File: config.mk
export PLATFORM = sky130hd
export DESIGN_NAME = crank_wheel_gap_sync_decoder_unit
export DESIGN_NICKNAME = d
export VERILOG_FILES = /design/src/rtl/cwg_pkg.sv /design/src/rtl/cwg_core.sv /design/src/rtl/crank_wheel_gap_sync_decoder_unit.sv
export SDC_FILE = /design/constraint.sdc
export NUM_CORES = 1
export LEC_CHECK = 0
export BUFFER_PORTS_ARGS = -buffer_cell sky130_fd_sc_hd__buf_2
export CAP_MARGIN = 20
export CORE_MARGIN = 10
export CORE_UTILIZATION = 57
export DETAILED_ROUTE_END_ITERATION = 6
export PLACE_DENSITY = 0.83
export SLEW_MARGIN = 20
export SYNTH_ARGS = -nofsm -noshare
export SYNTH_HDL_FRONTEND = slang
export SYNTH_HIERARCHICAL = 1
export SYNTH_SLANG_ARGS = --single-unit
File: constraint.sdc
create_clock -name clk -period 14.6 [get_ports clk]
set_input_delay 2.92 -clock clk [delete_from_list [all_inputs] [get_ports clk]]
set_output_delay 2.92 -clock clk [all_outputs]
set_load 0.02 [all_outputs]
File: src/rtl/cwg_pkg.sv
// Shared types and constants for the crank wheel gap sync decoder.
`default_nettype none

package cwg_pkg;

  localparam int STAMP_BITS = 32;

  localparam logic [STAMP_BITS-1:0] NO_HISTORY_TARGET = STAMP_BITS'(100000000);
  localparam logic [3:0]            SYNC_TOOTH        = 4'd12;
  localparam logic [2:0]            LIMIT_FOUR        = 3'd5;
  localparam logic [2:0]            LIMIT_SIX         = 3'd7;
  localparam logic [15:0]           INIT_FILTER_RESET = 16'd50;

  typedef enum logic [1:0] {
    REG_WHEEL       = 2'd0,
    REG_FILTER      = 2'd1,
    REG_INIT_FILTER = 2'd2
  } reg_index_t;

  typedef enum logic [1:0] {
    FILT_NONE    = 2'd0,
    FILT_QUARTER = 2'd1,
    FILT_HALF    = 2'd2,
    FILT_THREEQ  = 2'd3
  } filter_level_t;

  typedef struct packed {
    logic        accepted;
    logic        long_gap_seen;
    logic        sync_lost_now;
    logic        in_sync;
    logic [2:0]  virtual_tooth;
    logic        virtual_tooth_event;
    logic        cycle_start;
    logic        second_revolution;
    logic [7:0]  sync_loss_total;
    logic [31:0] revolution_total;
    logic [31:0] cycle_period;
  } result_t;

endpackage

`default_nettype wire

File: src/rtl/cwg_core.sv
// Tooth gap filter, long gap detection and virtual tooth tracking state.
`default_nettype none

module cwg_core
  import cwg_pkg::*;
(
  input  wire logic                  clk,
  input  wire logic                  rst,
  input  wire logic                  cfg_write,
  input  wire logic [1:0]            cfg_index,
  input  wire logic [15:0]           cfg_data,
  input  wire logic                  step,
  input  wire logic [STAMP_BITS-1:0] edge_time,
  output result_t                    res
);

  logic                  six_cylinder_wheel;
  logic [1:0]            filter_level;

  logic [STAMP_BITS-1:0] last_edge_stamp,   last_edge_stamp_next;
  logic [STAMP_BITS-1:0] prior_edge_stamp,  prior_edge_stamp_next;
  logic                  last_valid,        last_valid_next;
  logic                  prior_valid,       prior_valid_next;
  logic [3:0]            physical_count,    physical_count_next;
  logic [2:0]            virtual_count,     virtual_count_next;
  logic [STAMP_BITS-1:0] noise_window,      noise_window_next;
  logic                  virtual_valid,     virtual_valid_next;
  logic [STAMP_BITS-1:0] cycle_stamp,       cycle_stamp_next;
  logic [STAMP_BITS-1:0] prior_cycle_stamp, prior_cycle_stamp_next;
  logic                  sync_flag,         sync_flag_next;
  logic [7:0]            loss_counter,      loss_counter_next;
  logic [31:0]           rev_counter,       rev_counter_next;
  logic                  parity_flag,       parity_flag_next;

  logic [STAMP_BITS-1:0] gap;
  logic [STAMP_BITS-1:0] prev_gap;
  logic [STAMP_BITS-1:0] window;
  logic                  acc;
  logic                  long_gap;
  logic                  lost;
  logic                  vevent;
  logic                  cstart;

  assign gap      = edge_time - last_edge_stamp;
  assign prev_gap = last_edge_stamp - prior_edge_stamp;
  assign acc      = (gap >= noise_window);
  assign long_gap = acc && ((last_valid && prior_valid) ? (prev_gap <= (gap >> 1))
                                                        : (gap >= NO_HISTORY_TARGET));

  always_comb begin
    case (filter_level_t'(filter_level))
      FILT_NONE:    window = '0;
      FILT_QUARTER: window = gap >> 2;
      FILT_HALF:    window = gap >> 1;
      FILT_THREEQ:  window = gap - (gap >> 2) - STAMP_BITS'(gap[1:0] != 2'd0);
      default:      window = '0;
    endcase
  end

  always_comb begin
    logic [3:0] pc;
    logic [2:0] vc;
    logic [2:0] limit;
    pc = physical_count;
    vc = virtual_count;
    limit = six_cylinder_wheel ? LIMIT_SIX : LIMIT_FOUR;

    last_edge_stamp_next   = last_edge_stamp;
    prior_edge_stamp_next  = prior_edge_stamp;
    last_valid_next        = last_valid;
    prior_valid_next       = prior_valid;
    noise_window_next      = noise_window;
    virtual_valid_next     = virtual_valid;
    cycle_stamp_next       = cycle_stamp;
    prior_cycle_stamp_next = prior_cycle_stamp;
    sync_flag_next         = sync_flag;
    loss_counter_next      = loss_counter;
    rev_counter_next       = rev_counter;
    parity_flag_next       = parity_flag;
    lost                   = 1'b0;
    vevent                 = 1'b0;
    cstart                 = 1'b0;

    if (acc) begin
      pc = pc + 4'd1;
      if (long_gap) begin
        pc = pc + 4'd2;
        if (pc != SYNC_TOOTH) begin
          // wrong tooth count at the gap: drop sync and restart counting
          lost              = 1'b1;
          sync_flag_next    = 1'b0;
          loss_counter_next = loss_counter + 8'd1;
          pc                = 4'd1;
          vc                = 3'd1;
        end
      end else begin
        noise_window_next = window;
      end

      prior_edge_stamp_next = last_edge_stamp;
      prior_valid_next      = last_valid;
      last_edge_stamp_next  = edge_time;
      last_valid_next       = 1'b1;

      if (pc == SYNC_TOOTH || !virtual_valid) begin
        vevent = 1'b1;
        vc     = vc + 3'd1;
        if (vc >= limit) begin
          cstart                 = 1'b1;
          prior_cycle_stamp_next = cycle_stamp;
          cycle_stamp_next       = edge_time;
          sync_flag_next         = 1'b1;
          rev_counter_next       = rev_counter + 32'd1;
          parity_flag_next       = ~parity_flag;
          vc                     = 3'd1;
        end
        pc                 = 4'd1;
        virtual_valid_next = 1'b1;
      end
    end

    physical_count_next = pc;
    virtual_count_next  = vc;
  end

  always_comb begin
    res.accepted            = acc;
    res.long_gap_seen       = long_gap;
    res.sync_lost_now       = lost;
    res.in_sync             = sync_flag_next;
    res.virtual_tooth       = virtual_count_next;
    res.virtual_tooth_event = vevent;
    res.cycle_start         = cstart;
    res.second_revolution   = parity_flag_next;
    res.sync_loss_total     = loss_counter_next;
    res.revolution_total    = rev_counter_next;
    res.cycle_period        = 32'(cycle_stamp_next - prior_cycle_stamp_next);
  end

  always_ff @(posedge clk) begin
    if (rst) begin
      six_cylinder_wheel  <= 1'b0;
      filter_level        <= FILT_QUARTER;
      last_edge_stamp     <= '0;
      prior_edge_stamp    <= '0;
      last_valid          <= 1'b0;
      prior_valid         <= 1'b0;
      physical_count      <= 4'd1;
      virtual_count       <= 3'd1;
      noise_window        <= STAMP_BITS'(INIT_FILTER_RESET);
      virtual_valid       <= 1'b0;
      cycle_stamp         <= '0;
      prior_cycle_stamp   <= '0;
      sync_flag           <= 1'b0;
      loss_counter        <= '0;
      rev_counter         <= '0;
      parity_flag         <= 1'b0;
    end else begin
      if (step) begin
        last_edge_stamp   <= last_edge_stamp_next;
        prior_edge_stamp  <= prior_edge_stamp_next;
        last_valid        <= last_valid_next;
        prior_valid       <= prior_valid_next;
        physical_count    <= physical_count_next;
        virtual_count     <= virtual_count_next;
        noise_window      <= noise_window_next;
        virtual_valid     <= virtual_valid_next;
        cycle_stamp       <= cycle_stamp_next;
        prior_cycle_stamp <= prior_cycle_stamp_next;
        sync_flag         <= sync_flag_next;
        loss_counter      <= loss_counter_next;
        rev_counter       <= rev_counter_next;
        parity_flag       <= parity_flag_next;
      end
      if (cfg_write) begin
        case (reg_index_t'(cfg_index))
          REG_WHEEL:       six_cylinder_wheel <= cfg_data[0];
          REG_FILTER:      filter_level       <= cfg_data[1:0];
          // reload the window at once
          REG_INIT_FILTER: noise_window       <= STAMP_BITS'(cfg_data);
          default: ;
        endcase
      end
    end
  end

endmodule

`default_nettype wire

File: src/rtl/crank_wheel_gap_sync_decoder_unit.sv
// An accepted edge passes through the input register (edge_q) and then the result register (res_q);
// Throughput: one edge per cycle while out_ready keeps the result register free; cwg_core steps its state per edge.
// A new edge is taken while a finished result still waits in the result register.
// Reset (rst, synchronous): clears both stages, sync state and counters, and loads
// the configuration defaults (4-tooth virtual wheel, quarter filter, 50 us window).
`default_nettype none

module crank_wheel_gap_sync_decoder_unit
  import cwg_pkg::*;
(
  input  wire logic        clk,
  input  wire logic        rst,
  input  wire logic        in_valid,
  output logic             in_ready,
  input  wire logic [31:0] edge_time,
  output logic             out_valid,
  input  wire logic        out_ready,
  output logic             accepted,
  output logic             long_gap_seen,
  output logic             sync_lost_now,
  output logic             in_sync,
  output logic [2:0]       virtual_tooth,
  output logic             virtual_tooth_event,
  output logic             cycle_start,
  output logic             second_revolution,
  output logic [7:0]       sync_loss_total,
  output logic [31:0]      revolution_total,
  output logic [31:0]      cycle_period,
  input  wire logic        cfg_valid,
  output logic             cfg_ready,
  input  wire logic [1:0]  cfg_index,
  input  wire logic [15:0] cfg_data
);

  logic                  in_full;
  logic [STAMP_BITS-1:0] edge_q;
  logic                  advance;
  result_t               res_comb;
  result_t               res_q;

  assign advance   = in_full && (!out_valid || out_ready);
  assign in_ready  = !in_full || advance;
  // hold configuration writes while an edge waits in the input stage
  assign cfg_ready = !in_full;

  cwg_core u_core (
    .clk       (clk),
    .rst       (rst),
    .cfg_write (cfg_valid && cfg_ready),
    .cfg_index (cfg_index),
    .cfg_data  (cfg_data),
    .step      (advance),
    .edge_time (edge_q),
    .res       (res_comb)
  );

  always_ff @(posedge clk) begin
    if (rst) begin
      in_full   <= 1'b0;
      out_valid <= 1'b0;
    end else begin
      if (in_valid && in_ready) begin
        in_full <= 1'b1;
      end else if (advance) begin
        in_full <= 1'b0;
      end
      if (advance) begin
        out_valid <= 1'b1;
      end else if (out_ready) begin
        out_valid <= 1'b0;
      end
    end
  end

  // payload registers hold until the next transaction
  always_ff @(posedge clk) begin
    if (in_valid && in_ready) begin
      edge_q <= STAMP_BITS'(edge_time);
    end
    if (advance) begin
      res_q <= res_comb;
    end
  end

  assign accepted            = res_q.accepted;
  assign long_gap_seen       = res_q.long_gap_seen;
  assign sync_lost_now       = res_q.sync_lost_now;
  assign in_sync             = res_q.in_sync;
  assign virtual_tooth       = res_q.virtual_tooth;
  assign virtual_tooth_event = res_q.virtual_tooth_event;
  assign cycle_start         = res_q.cycle_start;
  assign second_revolution   = res_q.second_revolution;
  assign sync_loss_total     = res_q.sync_loss_total;
  assign revolution_total    = res_q.revolution_total;
  assign cycle_period        = res_q.cycle_period;

`ifndef SYNTHESIS
  a_reject_no_event: assert property (@(posedge clk) disable iff (rst)
    out_valid && !accepted |-> !long_gap_seen && !sync_lost_now &&
                               !virtual_tooth_event && !cycle_start)
    else $error("rejected edge carries an event");

  a_cycle_start_sync: assert property (@(posedge clk) disable iff (rst)
    out_valid && cycle_start |-> in_sync && virtual_tooth_event &&
                                 virtual_tooth == 3'd1)
    else $error("cycle start without sync on virtual tooth one");

  a_loss_drops_sync: assert property (@(posedge clk) disable iff (rst)
    out_valid && sync_lost_now |-> !in_sync && long_gap_seen)
    else $error("sync loss reported while still in sync");

  a_rev_count_step: assert property (@(posedge clk) disable iff (rst)
    advance && res_comb.cycle_start |=> revolution_total == $past(res_comb.revolution_total))
    else $error("revolution count not loaded with the cycle start");

  a_stage_flow: assert property (@(posedge clk) disable iff (rst)
    in_full && !advance |=> in_full && $stable(edge_q))
    else $error("input stage lost a pending edge");
`endif

endmodule

`default_nettype wire

; ---- After elaboration in Yosys (flattened, before gate mapping)
; Cells that the tools add are included.
[word_totals]
regBits = 331
in_bits = 55
[classes]
n_addsub = 10
order_cmp = 4
eq_ne = 7
mux = 45
n_bitwise = 1
n_reduce_logical = 22
[ops]
columns = op, n
row1 = 32-bit two-way mux, 14
row2 = 32-bit case mux with 4 select lines, 1
row3 = 32-bit subtractor, 3
row4 = 32-bit by 1-bit adder with 32-bit output (second input constant), 1
row5 = 32-bit by 27-bit >= comparator with 1-bit output (second input constant), 1
row6 = 32-bit >= comparator, 1
row7 = 32-bit by 31-bit <= comparator with 1-bit output, 1
row8 = 32-bit by 1-bit subtractor with 32-bit output, 1
row9 = 32-bit by 30-bit subtractor with 32-bit output, 1
row10 = 8-bit two-way mux, 3
row11 = 3-bit two-way mux, 6
row12 = 1-bit two-way mux, 16
row13 = 4-bit two-way mux, 4
row14 = 2-bit AND reduction, 5
row15 = 8-bit by 1-bit adder with 8-bit output (second input constant), 1
row16 = 2-bit equality test (second input constant), 3
row17 = 2-bit nonzero test, 3
row18 = 1-bit logical AND, 5
row19 = 4-bit by 1-bit adder with 4-bit output (second input constant), 1
row20 = 4-bit by 2-bit adder with 4-bit output (second input constant), 1
row21 = 2-bit by 1-bit equality test with 1-bit output (second input constant), 2
row22 = 4-bit equality test (second input constant), 1
row23 = 2-bit zero test, 2
row24 = 4-bit != test (second input constant), 1
row25 = 7 further kinds, 11

; ---- Depth between registers and ports, before layout
[depth]
ltp_word = 12
mapped_depth = 69
ltp_nobuf = 63

; ---- Cells and area by module
; Netlist, hierarchy kept.
[modules_own_cells]
columns = mod, n_inst, cells_each, area_per_inst_um2
row1 = cwg_core, 1, 2575, 18914.4
row2 = crank_wheel_gap_sync_decoder_unit, 1, 125, 3514.6

; ---- Least setup slack after synthesis
; Ideal clock, no wire load.
[synth_timing]
kind = reg2reg
start = reg u_core.last_edge_stamp[0]
end = reg res_q, in the netlist cycle_period[29] (data pin)
arrival_ps = 12538
required_ps = 14342
path_slack_ps = 1803
stages_incl_launch_ff = 70
n_path_buf = 6
synth_period_minus_slack_ps = 12797
cell_sequence = dfxtp_1 -> inv_1 -> ha_1 -> fa_1 -> nand2b_1 -> a21oi_1 -> o211a_1 -> o211a_1 -> o21a_1 -> o21ai_0 -> nand2b_1 -> and2_1 -> o21ai_0 -> nand2b_1 -> a21o_1 -> a21o_1 -> a21o_1 -> a21o_1 -> [34 not listed] -> o21ai_0 -> a21boi_0 -> o21ai_0 -> a21boi_0 -> o21ai_0 -> a21oi_1 -> a31oi_1 -> a21oi_1 -> a21oi_1 -> and3_1 -> o311a_1 -> a2111oi_4 -> a2111oi_2 -> or3_1 -> a31oi_2 -> a21o_1 -> a21oi_1 -> xnor2_1
[synth_lines]
columns = item, line_no
row1 = from (decl), cwg_core.sv:20  ; logic [STAMP_BITS-1:0] last_edge_stamp, last_edge_stamp_next;
row2 = from (signal assigned), cwg_core.sv:160  ; last_edge_stamp <= last_edge_stamp_next;
row3 = to (signal assigned), crank_wheel_gap_sync_decoder_unit.sv:81  ; res_q <= res_comb;
row4 = to (decl), crank_wheel_gap_sync_decoder_unit.sv:39  ; result_t res_q;

==> metrics.md <==
| Metric | Value |
|---|---|
| Hold path startpoint | u_core/prior_cycle_stamp[25] |
| Mapped Nets | 2974 |
| H-tree Lvls | 2 |
| Synth Register Bits | 331 |
| Crit path arrival time | 14270 ps |
| FILL cells | 3184 |
| R2r setup slk | 640 ps |
| Final Cycle Share | 95.6% |
| Final setup fails | 0 |
| Via count | 19800 |
| Post-synthesis sequential area ratio | 34.6% |
| Cell variety after synth | 100 |
| Final Net Count | 3052 |
| # IOs | 140 |
| Pwr/cell area | 140 nW/um2 |
| Area grow syn2layout | 9.85% |
| Initial Util | 57.9% |
| Later-pin clock latency in the skew report | 570 ps |
| Post-DP HPWL | 43.0 mm |
| Count leader, synth | nand2_1 |
| Crit path max fanout | 71 |
| YS warnings | 6 |
| Max-cap viol count | 0 |
| GRT overflow | 0 |
| CP Data Required Time | 14910 ps |
| Clock slew at reported path FFs | 60 ps |
| Hold-critical path depth | 2 |
| CP Launch Type | register |
| Dominant synthesized flop cell | dfxtp_1 |
| Crit. End Element | register |
| Largest stage delay, worst path | 810 ps |
| RSZ-0062 raised after global routing | no |
| Worst hold path class | reg -> reg |
| Critical path's slowest cell | buf_4 |
| Share of post-route cells with drive strength above 1 | 10.2% |
| Post-synth top cells | nand2_1, a21oi_1, inv_1 |
| Final Critical Period | 13960 ps |
| Leak | 0.00991 uW |
| DR pass1 iterations | 6 |
| Finished Layout Cells | 3324 |
| TNS Setup | 0 ps |
| Slew of the pin with the lowest slew margin | 1010 ps |
| Outcome | finished, final reports clean |
| DIE WIDTH | 218 um |
| Util after Layout | 63.6% |
| Vias in the first global route | 18800 |
| Largest net degree at the start of global routing | 93 |
| Routability cong. | 0.941 |
| Post-synth ARST share | 0% |
| Num CTS Buffers | 36 |
| Register-to-Register Path Depth | 60 |
| CP most frequent cell | a21o_1 |
| Hold endpoint | u_core/prior_cycle_stamp[25] |
| Final Skew | 12.9 ps |
| Global Route Usage Sum | 23.8% |
| Worst r2r src | u_core/last_edge_stamp[0] |
| VDD IR-drop max | 0.130 mV |
| Max-slew violations | 0 |
| Clk sink count | 331 |
| Top cell type's share of synthesized area | 19.4% |
| Multi-input gate area | 13300 um2 |
| Clock buffer depth | 3 |
| Placement Rows | 72 |
| Post-CTS Setup Inserts | 0 |
| Clock Tree Root | clkbuf_16 |
| Post-synth EDFFs | 114 |
| Fmax | 71.6 MHz |
| Die height | 218 um |
| Wire per inst | 17.8 um |
| Mapped Area | 22400 um2 |
| DR vias/cell | 5.95 |
| Initial antenna violation count | 0 |
| Post-CTS Hold Buffers | 0 |
| Drc violations | 0 |
| CP Class | reg -> reg |
| CTS tree | built |
| Storage element area | 7770 um2 |
| First-pass GRT wire length | 94.6 mm |
| Final Hold Vio Count | 0 |
| DRT iter0 DRCs | 1780 |
| Top post-synthesis cells by area | dfxtp_1, edfxtp_1, ha_1, nand2_1, a21oi_1 |
| CTS resizes | 0 |
| Syn Area/Cell | 8.31 um2 |
| Core Area | 38700 um2 |
| Placed Instances | 3258 |
| Reg2reg end | cycle_period[28] |
| IO Port Bufs | 139 |
| Die ar. | 47700 um2 |
| Cell taking the most area after synthesis | dfxtp_1 |
| Slew HR | 32.4% |
| Diode count | 0 |
| Overall power | 3450 uW |
| Post-Syn Instances | 2700 |
| ANT nets after route | 0 |
| WL final | 59.0 mm |
where the power goes:
part	total (uW)	internal, uW	switching (uW)
clock	954	552	402
combinational	1450	594	860
sequential	1040	1010	32.9
total	3450	2150	1290
worst max path at each step:
stage                             to  depth (start not counted)                       from  slack (ps)
CTS                 cycle_period[28]                         60  u_core/last_edge_stamp[0]         890
floorplan           cycle_period[29]                         69  u_core/last_edge_stamp[0]        1800
finish              cycle_period[28]                         60  u_core/last_edge_stamp[0]         640
detailed placement  cycle_period[28]                         60  u_core/last_edge_stamp[0]        1070
global route        cycle_period[28]                         60  u_core/last_edge_stamp[0]          20
global placement    cycle_period[31]                         59  u_core/last_edge_stamp[0]        1450
registers in the layout, indices dropped and copies added (netlist names), 2 cells and up, named ones only:
signal and flops:
u_core/virtual_count 3, u_core/physical_count 4, cycle_period 32, u_core/filter_level 2, u_core/prior_cycle_stamp 32, u_core/cycle_stamp 30, u_core/rev_counter 32, u_core/loss_counter 8
u_core/noise_window 32, revolution_total 32, virtual_tooth 3, sync_loss_total 8, edge_q 32, u_core/prior_edge_stamp 32, u_core/last_edge_stamp 32
worst max-delay path: cells and delay by family (launching register included):
| kind | cells | cell delay, ps |
|---|---|---|
| AO/OA/AOI/OAI | 35 | 7470 |
| XOR/XNOR | 2 | 150 |
| adder cells (fa/ha/maj) | 6 | 1620 |
| buffers and inverters | 2 | 880 |
| flip-flops | 1 | 340 |
| multiplexers | 1 | 430 |
| AND/OR/NAND/NOR | 14 | 2800 |
per-layer routing:
layer | up-vias | part of all wire (%) | track usage [%]
li1 | 9598 | - | -
met1 | 9305 | 44 | 31.5
met2 | 762 | 47 | 38.7
met3 | 123 | 6.7 | 3.81
met4 | 0 | 2.7 | 8.22
met5 | - | 0 | 0
final cells by class:
type                    instances  share of cell area, %
flip-flops and latches        331                   31.5
well taps                     518                   2.63
repair buffers                153                   3.28
clock inverters                25                   1.23
clock buffers                  41                   3.73
multi-input cells            2019                   54.0
inverters                     237                   3.61
through the flow:
| stage | instance area, um2 | hold slack (ps) | setup slack (ps) |
|---|---|---|---|
| floorplan | 22400 | 425 | 1800 |
| global placement | 23400 | 439 | 1450 |
| detailed placement | 23400 | 445 | 1070 |
| CTS | 24600 | 456 | 892 |
| global route | 24600 | 473 | 17.4 |
| finish | 24600 | 453 | 639 |
placed cells by master, fill, tap and decap left out, types with 23 or more instances in the layout:
cell / synthesis / routed
buf_2: 6 / 138
nand3_1: 63 / 63
edfxtp_1: 114 / 114
xnor2_1: 80 / 80
clkbuf_16: 0 / 36
nor2b_1: 24 / 24
xor2_1: 79 / 79
a211oi_1: 29 / 29
a21oi_1: 258 / 258
mux2_2: 30 / 30
or3_1: 23 / 23
nand2_1: 393 / 392
mux2i_1: 41 / 41
a21o_1: 58 / 58
nor3_1: 55 / 55
and3_1: 36 / 36
ha_1: 215 / 215
nor2_1: 212 / 212
o21ai_0: 108 / 108
inv_1: 230 / 230
dfxtp_1: 217 / 217
cells by family after synthesis:
kind of cell               count (synthesis)  share of synthesized area (%)
and+or+nand+nor                          913                           18.5
adders and majority gates                219                           12.4
muxes                                     72                           3.39
buffers and inverters                    350                           6.11
xor gates and xnor gates                 160                           6.28
DFF                                      331                           34.6
AOI/OAI and AO/OA                        655                           18.7
No activity file was read; power rests on OpenSTA's default activity.
